[config.mk]
export PLATFORM = sky130hd
export DESIGN_NAME = keyed_record_table
export DESIGN_NICKNAME = d
export VERILOG_FILES = /design/src/krt_pkg.sv /design/src/krt_mem.sv /design/src/krt_ctrl.sv /design/src/krt_out.sv /design/src/keyed_record_table.sv
export SDC_FILE = /design/constraint.sdc
export NUM_CORES = 2
export LEC_CHECK = 0
export BUFFER_PORTS_ARGS = -buffer_cell sky130_fd_sc_hd__buf_2
export CORE_ASPECT_RATIO = 1.5
export CORE_UTILIZATION = 43
export DETAILED_ROUTE_END_ITERATION = 6
export HOLD_SLACK_MARGIN = 0.03
export PLACE_DENSITY = 0.59
export SLEW_MARGIN = 10
export SYNTH_ARGS = -nofsm -noshare
export SYNTH_HDL_FRONTEND = slang
export SYNTH_SLANG_ARGS = --single-unit
[constraint.sdc]
create_clock -name clk_i -period 6.19 [get_ports clk_i]
set_input_delay 0.619 -clock clk_i [delete_from_list [all_inputs] [get_ports clk_i]]
set_output_delay 0.619 -clock clk_i [all_outputs]
set_load 0.01 [all_outputs]
[src/krt_pkg.sv]
package krt_pkg;

  // default table depth
  localparam int unsigned KRT_DEPTH = 32;

  typedef enum logic [1:0] {
    ACT_ADD    = 2'd0,
    ACT_SEARCH = 2'd1,
    ACT_DELETE = 2'd2,
    ACT_LIST   = 2'd3
  } action_e;

  typedef enum logic [1:0] {
    ST_OK        = 2'd0,
    ST_FULL      = 2'd1,
    ST_NOT_FOUND = 2'd2,
    ST_EMPTY     = 2'd3
  } status_e;

  // one stored record
  typedef struct packed {
    logic [31:0] key;
    logic [63:0] data;
  } entry_t;

  // one result transaction
  typedef struct packed {
    status_e     status;
    logic [4:0]  position;
    logic [31:0] key;
    logic [63:0] data;
    logic        last;
  } result_t;

endpackage

[src/krt_mem.sv]
module krt_mem import krt_pkg::*; #(
  parameter int unsigned DEPTH = KRT_DEPTH,
  localparam int unsigned AW = $clog2(DEPTH)
) (
  input  logic          clk_i,
  input  logic          we_i,
  input  logic [AW-1:0] waddr_i,
  input  entry_t        wdata_i,
  input  logic          re_i,
  input  logic [AW-1:0] raddr_i,
  output entry_t        rdata_o
);

  entry_t mem [DEPTH];
  entry_t rdata_q;

  // single write port, single registered read port
  always_ff @(posedge clk_i) begin
    if (we_i) begin
      mem[waddr_i] <= wdata_i;
    end
    if (re_i) begin
      rdata_q <= mem[raddr_i];
    end
  end

  assign rdata_o = rdata_q;

endmodule

[src/krt_ctrl.sv]
module krt_ctrl import krt_pkg::*; #(
  parameter int unsigned DEPTH = KRT_DEPTH,
  localparam int unsigned AW = $clog2(DEPTH),
  localparam int unsigned CW = $clog2(DEPTH + 1)
) (
  input  logic          clk_i,
  input  logic          rst_ni,
  input  logic          in_valid_i,
  output logic          in_stall_o,
  input  logic [1:0]    action_i,
  input  logic [31:0]   key_i,
  input  logic [63:0]   record_data_i,
  input  logic          slot_free_i,
  output logic          emit_o,
  output result_t       result_o,
  output logic          mem_we_o,
  output logic [AW-1:0] mem_waddr_o,
  output entry_t        mem_wdata_o,
  output logic          mem_re_o,
  output logic [AW-1:0] mem_raddr_o,
  input  entry_t        mem_rdata_i
);

  typedef enum logic [3:0] {
    S_IDLE,
    S_ADD,
    S_SCAN_RD,
    S_SCAN_CMP,
    S_HIT,
    S_MISS,
    S_SH_RD,
    S_SH_WR,
    S_LIST_RD,
    S_LIST_EMIT,
    S_EMPTY
  } state_e;

  state_e        state_q;
  action_e       action_q;
  logic [31:0]   key_q;
  logic [63:0]   data_q;
  logic [AW-1:0] idx_q;
  logic [CW-1:0] count_q;
  logic [CW-1:0] idx_p1;
  logic [CW-1:0] idx_p2;
  logic          full;

  // low five bits of an entry index
  function automatic logic [4:0] to_pos(input logic [AW-1:0] idx);
    logic [AW+4:0] wide;
    wide = {5'd0, idx};
    return wide[4:0];
  endfunction

  assign idx_p1 = CW'(idx_q) + CW'(1);
  assign idx_p2 = idx_p1 + CW'(1);
  assign full   = (count_q == CW'(DEPTH));

  // memory access and result for the current state
  always_comb begin
    in_stall_o  = (state_q != S_IDLE);
    emit_o      = 1'b0;
    result_o    = '{status: ST_OK, position: '0, key: '0, data: '0, last: 1'b1};
    mem_we_o    = 1'b0;
    mem_waddr_o = idx_q;
    mem_wdata_o = mem_rdata_i;
    mem_re_o    = 1'b0;
    mem_raddr_o = idx_q;
    unique case (state_q)
      S_ADD: begin
        emit_o = 1'b1;
        if (full) begin
          result_o.status = ST_FULL;
        end else begin
          result_o.position = to_pos(count_q[AW-1:0]);
          result_o.key      = key_q;
          result_o.data     = data_q;
          mem_we_o          = slot_free_i;
          mem_waddr_o       = count_q[AW-1:0];
          mem_wdata_o       = '{key: key_q, data: data_q};
        end
      end
      S_SCAN_RD, S_LIST_RD: begin
        mem_re_o = 1'b1;
      end
      S_HIT: begin
        emit_o            = 1'b1;
        result_o.position = to_pos(idx_q);
        result_o.key      = mem_rdata_i.key;
        result_o.data     = mem_rdata_i.data;
      end
      S_MISS: begin
        emit_o          = 1'b1;
        result_o.status = ST_NOT_FOUND;
      end
      S_EMPTY: begin
        emit_o          = 1'b1;
        result_o.status = ST_EMPTY;
      end
      S_SH_RD: begin
        mem_re_o    = 1'b1;
        mem_raddr_o = idx_p1[AW-1:0];
      end
      S_SH_WR: begin
        mem_we_o = 1'b1;
      end
      S_LIST_EMIT: begin
        emit_o            = 1'b1;
        result_o.position = to_pos(idx_q);
        result_o.key      = mem_rdata_i.key;
        result_o.data     = mem_rdata_i.data;
        result_o.last     = (idx_p1 == count_q);
      end
      default: begin
      end
    endcase
  end

  // sequencer state, index and entry count
  always_ff @(posedge clk_i or negedge rst_ni) begin
    if (!rst_ni) begin
      state_q  <= S_IDLE;
      action_q <= ACT_ADD;
      key_q    <= '0;
      data_q   <= '0;
      idx_q    <= '0;
      count_q  <= '0;
    end else begin
      unique case (state_q)
        S_IDLE: begin
          if (in_valid_i) begin
            action_q <= action_e'(action_i);
            key_q    <= key_i;
            data_q   <= record_data_i;
            idx_q    <= '0;
            unique case (action_e'(action_i))
              ACT_ADD: state_q <= S_ADD;
              ACT_SEARCH, ACT_DELETE: begin
                state_q <= (count_q == '0) ? S_MISS : S_SCAN_RD;
              end
              ACT_LIST: begin
                state_q <= (count_q == '0) ? S_EMPTY : S_LIST_RD;
              end
              default: state_q <= S_IDLE;
            endcase
          end
        end
        S_ADD: begin
          if (slot_free_i) begin
            if (!full) begin
              count_q <= count_q + CW'(1);
            end
            state_q <= S_IDLE;
          end
        end
        S_SCAN_RD: state_q <= S_SCAN_CMP;
        S_SCAN_CMP: begin
          if (mem_rdata_i.key == key_q) begin
            state_q <= S_HIT;
          end else if (idx_p1 == count_q) begin
            state_q <= S_MISS;
          end else begin
            idx_q   <= idx_p1[AW-1:0];
            state_q <= S_SCAN_RD;
          end
        end
        S_HIT: begin
          if (slot_free_i) begin
            if (action_q != ACT_DELETE) begin
              state_q <= S_IDLE;
            end else if (idx_p1 == count_q) begin
              count_q <= count_q - CW'(1);
              state_q <= S_IDLE;
            end else begin
              state_q <= S_SH_RD;
            end
          end
        end
        S_MISS, S_EMPTY: begin
          if (slot_free_i) begin
            state_q <= S_IDLE;
          end
        end
        // move the later entries down one place
        S_SH_RD: state_q <= S_SH_WR;
        S_SH_WR: begin
          idx_q <= idx_p1[AW-1:0];
          if (idx_p2 == count_q) begin
            count_q <= count_q - CW'(1);
            state_q <= S_IDLE;
          end else begin
            state_q <= S_SH_RD;
          end
        end
        S_LIST_RD: state_q <= S_LIST_EMIT;
        S_LIST_EMIT: begin
          if (slot_free_i) begin
            if (idx_p1 == count_q) begin
              state_q <= S_IDLE;
            end else begin
              idx_q   <= idx_p1[AW-1:0];
              state_q <= S_LIST_RD;
            end
          end
        end
        default: state_q <= S_IDLE;
      endcase
    end
  end

endmodule

[src/krt_out.sv]
module krt_out import krt_pkg::*; (
  input  logic    clk_i,
  input  logic    rst_ni,
  input  logic    emit_i,
  input  result_t result_i,
  output logic    slot_free_o,
  output logic    out_valid_o,
  input  logic    out_stall_i,
  output result_t result_o
);

  logic    valid_q;
  result_t res_q;

  // slot can take a result when empty or being drained this cycle
  assign slot_free_o = !valid_q || !out_stall_i;

  // valid flag
  always_ff @(posedge clk_i or negedge rst_ni) begin
    if (!rst_ni) begin
      valid_q <= 1'b0;
    end else if (slot_free_o) begin
      valid_q <= emit_i;
    end
  end

  // result payload
  always_ff @(posedge clk_i) begin
    if (slot_free_o && emit_i) begin
      res_q <= result_i;
    end
  end

  assign out_valid_o = valid_q;
  assign result_o    = res_q;

endmodule

[src/keyed_record_table.sv]
// keyed record table: up to DEPTH records of a 32-bit key and a 64-bit data word,
// kept packed in arrival order in one synchronous memory.
// input channel (in_valid_i / in_stall_o) takes one action per transaction:
// add, search, delete or list. in_stall_o is high while an action is in work.
// output channel (out_valid_o / out_stall_i) carries results from one register;
// add, search and delete give one result, list one per entry, last_o marks the
// final result of an action. non-ok results carry zero position, key and data.
// actions work through the entries one at a time over the single memory read
// port: add writes the record after the last entry unless the table is full;
// search reads and compares each entry in order until a key matches; delete
// then moves each later entry down one place with a read and a write; list
// reads and emits each entry in turn, or gives one empty result if none.
// a stall on the output holds the result register and pauses the sequencer
// at its next result; work resumes as soon as the register drains.
// reset empties the table at once (entry count cleared, no clearing pass) and
// drops any result that was waiting.
module keyed_record_table import krt_pkg::*; #(
  parameter int unsigned DEPTH = KRT_DEPTH
) (
  input  logic               clk_i,
  input  logic               rst_ni,
  input  logic               in_valid_i,
  output logic               in_stall_o,
  input  logic [1:0]         action_i,
  input  logic signed [31:0] key_i,
  input  logic [63:0]        record_data_i,
  output logic               out_valid_o,
  input  logic               out_stall_i,
  output logic [1:0]         status_o,
  output logic [4:0]         position_o,
  output logic signed [31:0] found_key_o,
  output logic [63:0]        found_data_o,
  output logic               last_o
);

  localparam int unsigned AW = $clog2(DEPTH);

  logic          slot_free;
  logic          emit;
  result_t       emit_res;
  result_t       out_res;
  logic          mem_we;
  logic [AW-1:0] mem_waddr;
  entry_t        mem_wdata;
  logic          mem_re;
  logic [AW-1:0] mem_raddr;
  entry_t        mem_rdata;

  // sequencer
  krt_ctrl #(.DEPTH(DEPTH)) u_ctrl (
    .clk_i         (clk_i),
    .rst_ni        (rst_ni),
    .in_valid_i    (in_valid_i),
    .in_stall_o    (in_stall_o),
    .action_i      (action_i),
    .key_i         (key_i),
    .record_data_i (record_data_i),
    .slot_free_i   (slot_free),
    .emit_o        (emit),
    .result_o      (emit_res),
    .mem_we_o      (mem_we),
    .mem_waddr_o   (mem_waddr),
    .mem_wdata_o   (mem_wdata),
    .mem_re_o      (mem_re),
    .mem_raddr_o   (mem_raddr),
    .mem_rdata_i   (mem_rdata)
  );

  // record store
  krt_mem #(.DEPTH(DEPTH)) u_mem (
    .clk_i   (clk_i),
    .we_i    (mem_we),
    .waddr_i (mem_waddr),
    .wdata_i (mem_wdata),
    .re_i    (mem_re),
    .raddr_i (mem_raddr),
    .rdata_o (mem_rdata)
  );

  // result register
  krt_out u_out (
    .clk_i       (clk_i),
    .rst_ni      (rst_ni),
    .emit_i      (emit),
    .result_i    (emit_res),
    .slot_free_o (slot_free),
    .out_valid_o (out_valid_o),
    .out_stall_i (out_stall_i),
    .result_o    (out_res)
  );

  assign status_o     = out_res.status;
  assign position_o   = out_res.position;
  assign found_key_o  = out_res.key;
  assign found_data_o = out_res.data;
  assign last_o       = out_res.last;

endmodule

* Yosys cells after proc, flatten, opt, wreduce, memory -nomap -nowiden
Memories as Yosys holds them, arrays and structs flattened. A register that Yosys moved wholly into a read port is not among the register bits.
Cells that the tools add are included.
Widths: inputs -> output; s select.
** Word-level totals
- Flip-flop bits (word level) :: 218
- Bits in writable memories :: 3072
- Logic and storage cells :: 105
- Memories kept :: 1
** Memory list
- u_mem.mem :: words 32, width 96, rd ports 1, clocked after Yosys merged registers in 1, wr ports 1, line krt_mem.sv:14 : entry_t mem [DEPTH];
** Cells by class
- Add/subtract/negate cells :: 4
- Eq/ne operators :: 28
- Muxes and demuxes :: 41
- Reductions and logical operators :: 19
** Operators by type and width (number)
- $pmux 101 s2 :: 1
- $mux 96 :: 2
- $mux 101 :: 1
- $mux 6 :: 6
- $pmux 4 s9 :: 1
- $mux 5 :: 7
- $eq 32x32->1 :: 1
- $mux 4 :: 7
- $pmux 5 s4 :: 1
- $pmux 6 s3 :: 1
- $eq 4x3->1 const B :: 4
- $add 6x1->6 const B :: 2
- $eq 4x4->1 const B :: 3
- $eq 6x6->1 :: 2
- $mux 3 :: 4
- $ne 2x1->1 const B :: 6
- $pmux 4 s3 :: 1
- $ne 2x2->1 const B :: 5
- $eq 4x2->1 const B :: 2
- $reduce_and 4->1 :: 2
- $reduce_bool 4->1 :: 2
- $reduce_and 7->1 :: 1
- $add 5x1->6 const B :: 1
- $eq 6x6->1 const B :: 1
- 19 further kinds :: 28

* Logic depth before layout (Yosys ltp)
- Depth in word-level cells :: 6
- Gate-level depth with buffers :: 19
- Mapped depth without buffers :: 11

* By module
Synthesis repeated with hierarchy kept, for this count alone.
** Unflattened totals
- Cells, all modules :: 6673
- Area, all modules :: 130428.8 um2
** By module, submodules not included
- krt_mem :: times used 1, cells an instance 5604, area each 119510.9 um2, seq. area each 95131.2 um2
- krt_ctrl :: times used 1, cells an instance 961, area each 7747.4 um2, seq. area each 2827.7 um2
- krt_out :: times used 1, cells an instance 108, area each 3170.5 um2, seq. area each 3148.0 um2

* Worst setup path before layout
OpenSTA, ideal clock, no wires.
- Kind :: reg-to-reg
- From :: reg u_ctrl.idx_q[1]
- To :: mem u_mem.mem[11][0] in the netlist's numbering, enable pin
- Setup time :: 552 ps
- Arrival time :: 6117 ps
- Required time :: 5638 ps
- Path slack :: -479 ps
- Stages on the path, launching flop included :: 10
- Path buffers :: 5
- Cell sequence :: dfrtp_1 buf_2 buf_2 buf_2 buf_2 clkbuf_1 a22oi_1 nor2_1 nand2_1 nor2_1
** On the way
- Cells in the longest elaborated chain, start to end :: 2
** Ends and longest elaborated chain
- start, declared :: line krt_ctrl.sv:42 : logic [AW-1:0] idx_q;
- start signal, assigned :: line krt_ctrl.sv:163 : idx_q <= idx_p1[AW-1:0];
- start signal, assigned :: line krt_ctrl.sv:187 : idx_q <= idx_p1[AW-1:0];
- start signal, assigned :: line krt_ctrl.sv:201 : idx_q <= idx_p1[AW-1:0];
- $mux 5 :: line krt_ctrl.sv:72 : if (full) begin
- $mux 5 (*) :: line krt_ctrl.sv:69 : unique case (state_q)
- end, declared :: line krt_mem.sv:14
Every way passes the cells marked *; elsewhere a longest branch is shown, timed or not.

* Final worst setup path
- From :: reg u_ctrl.state_q[1]
- To :: reg u_mem.rdata_o[14] (netlist name)
** On the way
- Cells in the longest elaborated chain, start to end :: 3
** Ends and longest elaborated chain
- start, declared :: line krt_ctrl.sv:38 : state_e state_q;
- start signal, assigned :: line krt_ctrl.sv:139 : state_q <= (count_q == '0) ? S_MISS : S_SCAN_RD;
- start signal, assigned :: line krt_ctrl.sv:142 : state_q <= (count_q == '0) ? S_EMPTY : S_LIST_RD;
- $eq 4x2->1 (tied with other cells) :: line krt_ctrl.sv:69
- $reduce_or 3->1 (no source line)
- $mux 1 :: line krt_ctrl.sv:69
Several ways; a longest one is shown, not always the timed one.
A chain may end at the register's enable or synchronous reset.

==> impl_metrics.ini <==
[status]
status = complete, but fails checks
violations = design-rule violations

[die]
ios = 208
rows = 257
die_w_um = 471
die_area_mm2 = 0.332
core-area_mm2 = 0.327
dieHeight_um = 705
initial_utilization = 0.433

[cells_and_area]
multi_input_area_mm2 = 0.0376
syn_to_final_growth_pct = 13.5
seq_area_mm2 = 0.101
final_util = 0.491
nets = 10200
fillers = 27400
postLayoutCellArea_mm2 = 0.161
drive_gt1_frac = 0.124
layout.cells.non_filler = 14700
mostFrequentLayoutCells = 3,272 x edfxtp_1, 1,481 x nand2_1, 1,401 x o22ai_1
final_common_cell = edfxtp_1

[timing]
finalSetupViolCount = 0
period_share = 0.794
holdWs_ns = 0.233
worst_slew_pin_slew_ns = 1.28
finalHoldViolCount = 0
timing.fmax_mhz = 204
slew_viol_final = 0
max_slew_margin = 0.136
fin_ws_ns = 1.28
fin_crit_ns = 4.91
finClkSkew_ns = 0.0468
setup_tns_ns = 0
rsz0062_at_grt = no

[place]
placed_area_mm2 = 0.149
port_buffers = 207
gp_congestion = 0.834
hpwlAfterDp_um = 248000
dp_cells = 14000
place_ws_ns = 1.35

[power_and_ir_drop]
power_density_mw_per_mm2 = 457
totalPowerFinal_mw = 73.4
power_leakage_nw = 52.6
vdd_drop_max_mv = 0.461

[cts]
postCtsSetupBuffers = 0
clk_path_buf_depth = 4
ctsRootBufferMaster = clkbuf_16
tritoncts = built
cts_buffers = 329
cts_num_sinks = 3386
ctsHtreeMaxLevel = 5
path_clk_slew_ns = 0.06
clk-insertion-delay-late_ns = 0.92
post_cts_resized = 0

[setup_path]
worstPathArrival_ns = 5.52
crit_type = flop to flop
cp_slowest_cell = o311ai_0
required_ns = 6.80
cp_cell_sequence = nand4bb_4 > or3_1 > nand2_8 > buf_4 > nor3_1 > o311ai_0 > o311ai_1
endpoint_kind = flop
critPathMaxFanout = 50
crit_family = simple AND/OR/NAND/NOR gates
cp-start-kind = flop
max_stage_delay_ns = 1.07
cp_num_buf_inv = 1

[routing]
dr.pass1.iters = 7
drc = 2
postRouteAntennaNets = 0
wirelength_um = 473000
vias_per_cell = 6.61
drtIter0Drc = 12700
wire_per_inst_um = 32.3
via_count = 96900

[synth]
yosysUniqueCellTypes = 78
syn_nets = 10100
netlist_area_mm2 = 0.142
synth_edf_count = 3272
synthCells = 9981
syn_avg_cell_area_um2 = 14.2
async_flop_share = 0.0337
ys_warn_count = 0
ys.flop_type = edfxtp_1
ys_ff_latch = 3386
yosysSeqAreaShare = 0.714

[global_routing]
grt_pass1_vias = 94200
grt_pass1_wl_um = 667000
grt_max_degree = 122
grtUsageTotal = 0.277
grt_antenna_before_repair = 8
grt-ovfl-total = 0

[run]
drv_cap = 0

[min_path]
worstHoldPathType = input port to asynchronous set/reset pin
layer usage:
layer  vias up  global-route usage  share of wire
li1      40300                   -              -
met5         -                   0              0
met3      1163              0.0369          0.091
met4         0               0.122          0.047
met2      5771               0.460           0.48
met1     49700               0.362           0.38
sequential cells by signal, summed over array words and instances, names as in the netlist:
register / flops
u_ctrl.action_q: 2
u_ctrl.count_q: 6
u_ctrl.data_q: 64
u_ctrl.idx_q: 5
u_ctrl.key_q: 32
u_ctrl.state_q: 4
u_mem.mem: 3072
u_mem.rdata_o: 96
u_out.out_valid_o: 1
u_out.result_o: 104
power by group:
part / switching (mW) / leakage [nW] / total, mW / internal, mW
Combinational: 14.3 / 16.4 / 19.7 / 5.37
Sequential: 1.35 / 30.9 / 33.2 / 31.9
Clock: 8.78 / 5.26 / 20.5 / 11.7
what timing repair did:
action,in CTS,in global routing
hold buffers,100,0
hold endpoints to repair,121,0
endpoints found under the setup margin,0,0
area by class of cell:
type	count	area share
Clock buffer	434	0.0560
Multi-Input combinational cell	5778	0.234
Tap cell	4273	0.0333
Timing Repair Buffer	611	0.0359
Antenna cell	5	0.0000779
Inverter	10	0.000280
Clock inverter	158	0.0110
Sequential cell	3386	0.629
kinds of logic (layout without fill, tap and decap cells):
group	after synthesis	in the layout	synth area share
AOI/OAI and AO/OA	2358	2358	0.111
muxes	729	729	0.0628
and+or+nand+nor	2627	2627	0.0838
buffers and inverters	817	1213	0.0244
xor gates and xnor gates	54	54	0.00354
DFF	3386	3386	0.714
other	0	5	0
adders and majority gates	10	10	0.000937
synth_stat cells (13+ instances only):
library cell	instances	area, um2
nor2_1	83	312
clkbuf_1	481	1810
xor2_1	40	350
nor3_1	255	1280
nand2_1	1485	5570
buf_2	196	981
a211oi_1	49	368
or3_1	221	1380
nand3_1	308	1540
o21ai_0	77	385
o221ai_1	31	272
mux4_2	116	2610
o22ai_1	1401	8760
o311ai_1	68	596
mux2i_1	501	5010
a22oi_1	13	97.6
a31oi_1	87	544
nor4_1	92	576
buf_4	27	203
nor2b_1	16	100
a21oi_1	240	1200
mux2_2	112	1260
nand4_1	96	601
a22o_1	26	228
edfxtp_1	3272	98300
dfrtp_1	114	2850
nand2b_1	23	144
o311ai_0	280	2450
or4_1	15	113
and3_1	13	81.3
buf_1	98	368
worst paths after layout:
kind | startpoint | end | slack (ns) | cells past startpoint
worst max-delay path | u_ctrl.state_q[1] | u_mem.rdata_o[14] | 1.28 | 7
worst min-delay path | rst_ni | u_ctrl.data_q[0] | 0.23 | 2
worst max register to register | u_ctrl.state_q[1] | u_mem.rdata_o[14] | 1.28 | 7
worst min register to register | u_ctrl.action_q[1] | u_ctrl.action_q[1] | 0.51 | 1
max in group asynchronous | rst_ni | u_ctrl.idx_q[1] | 4.65 | 3
min in group clk_i | in_valid_i | u_ctrl.idx_q[3] | 0.40 | 6
Power figures use the tool's default switching activity.
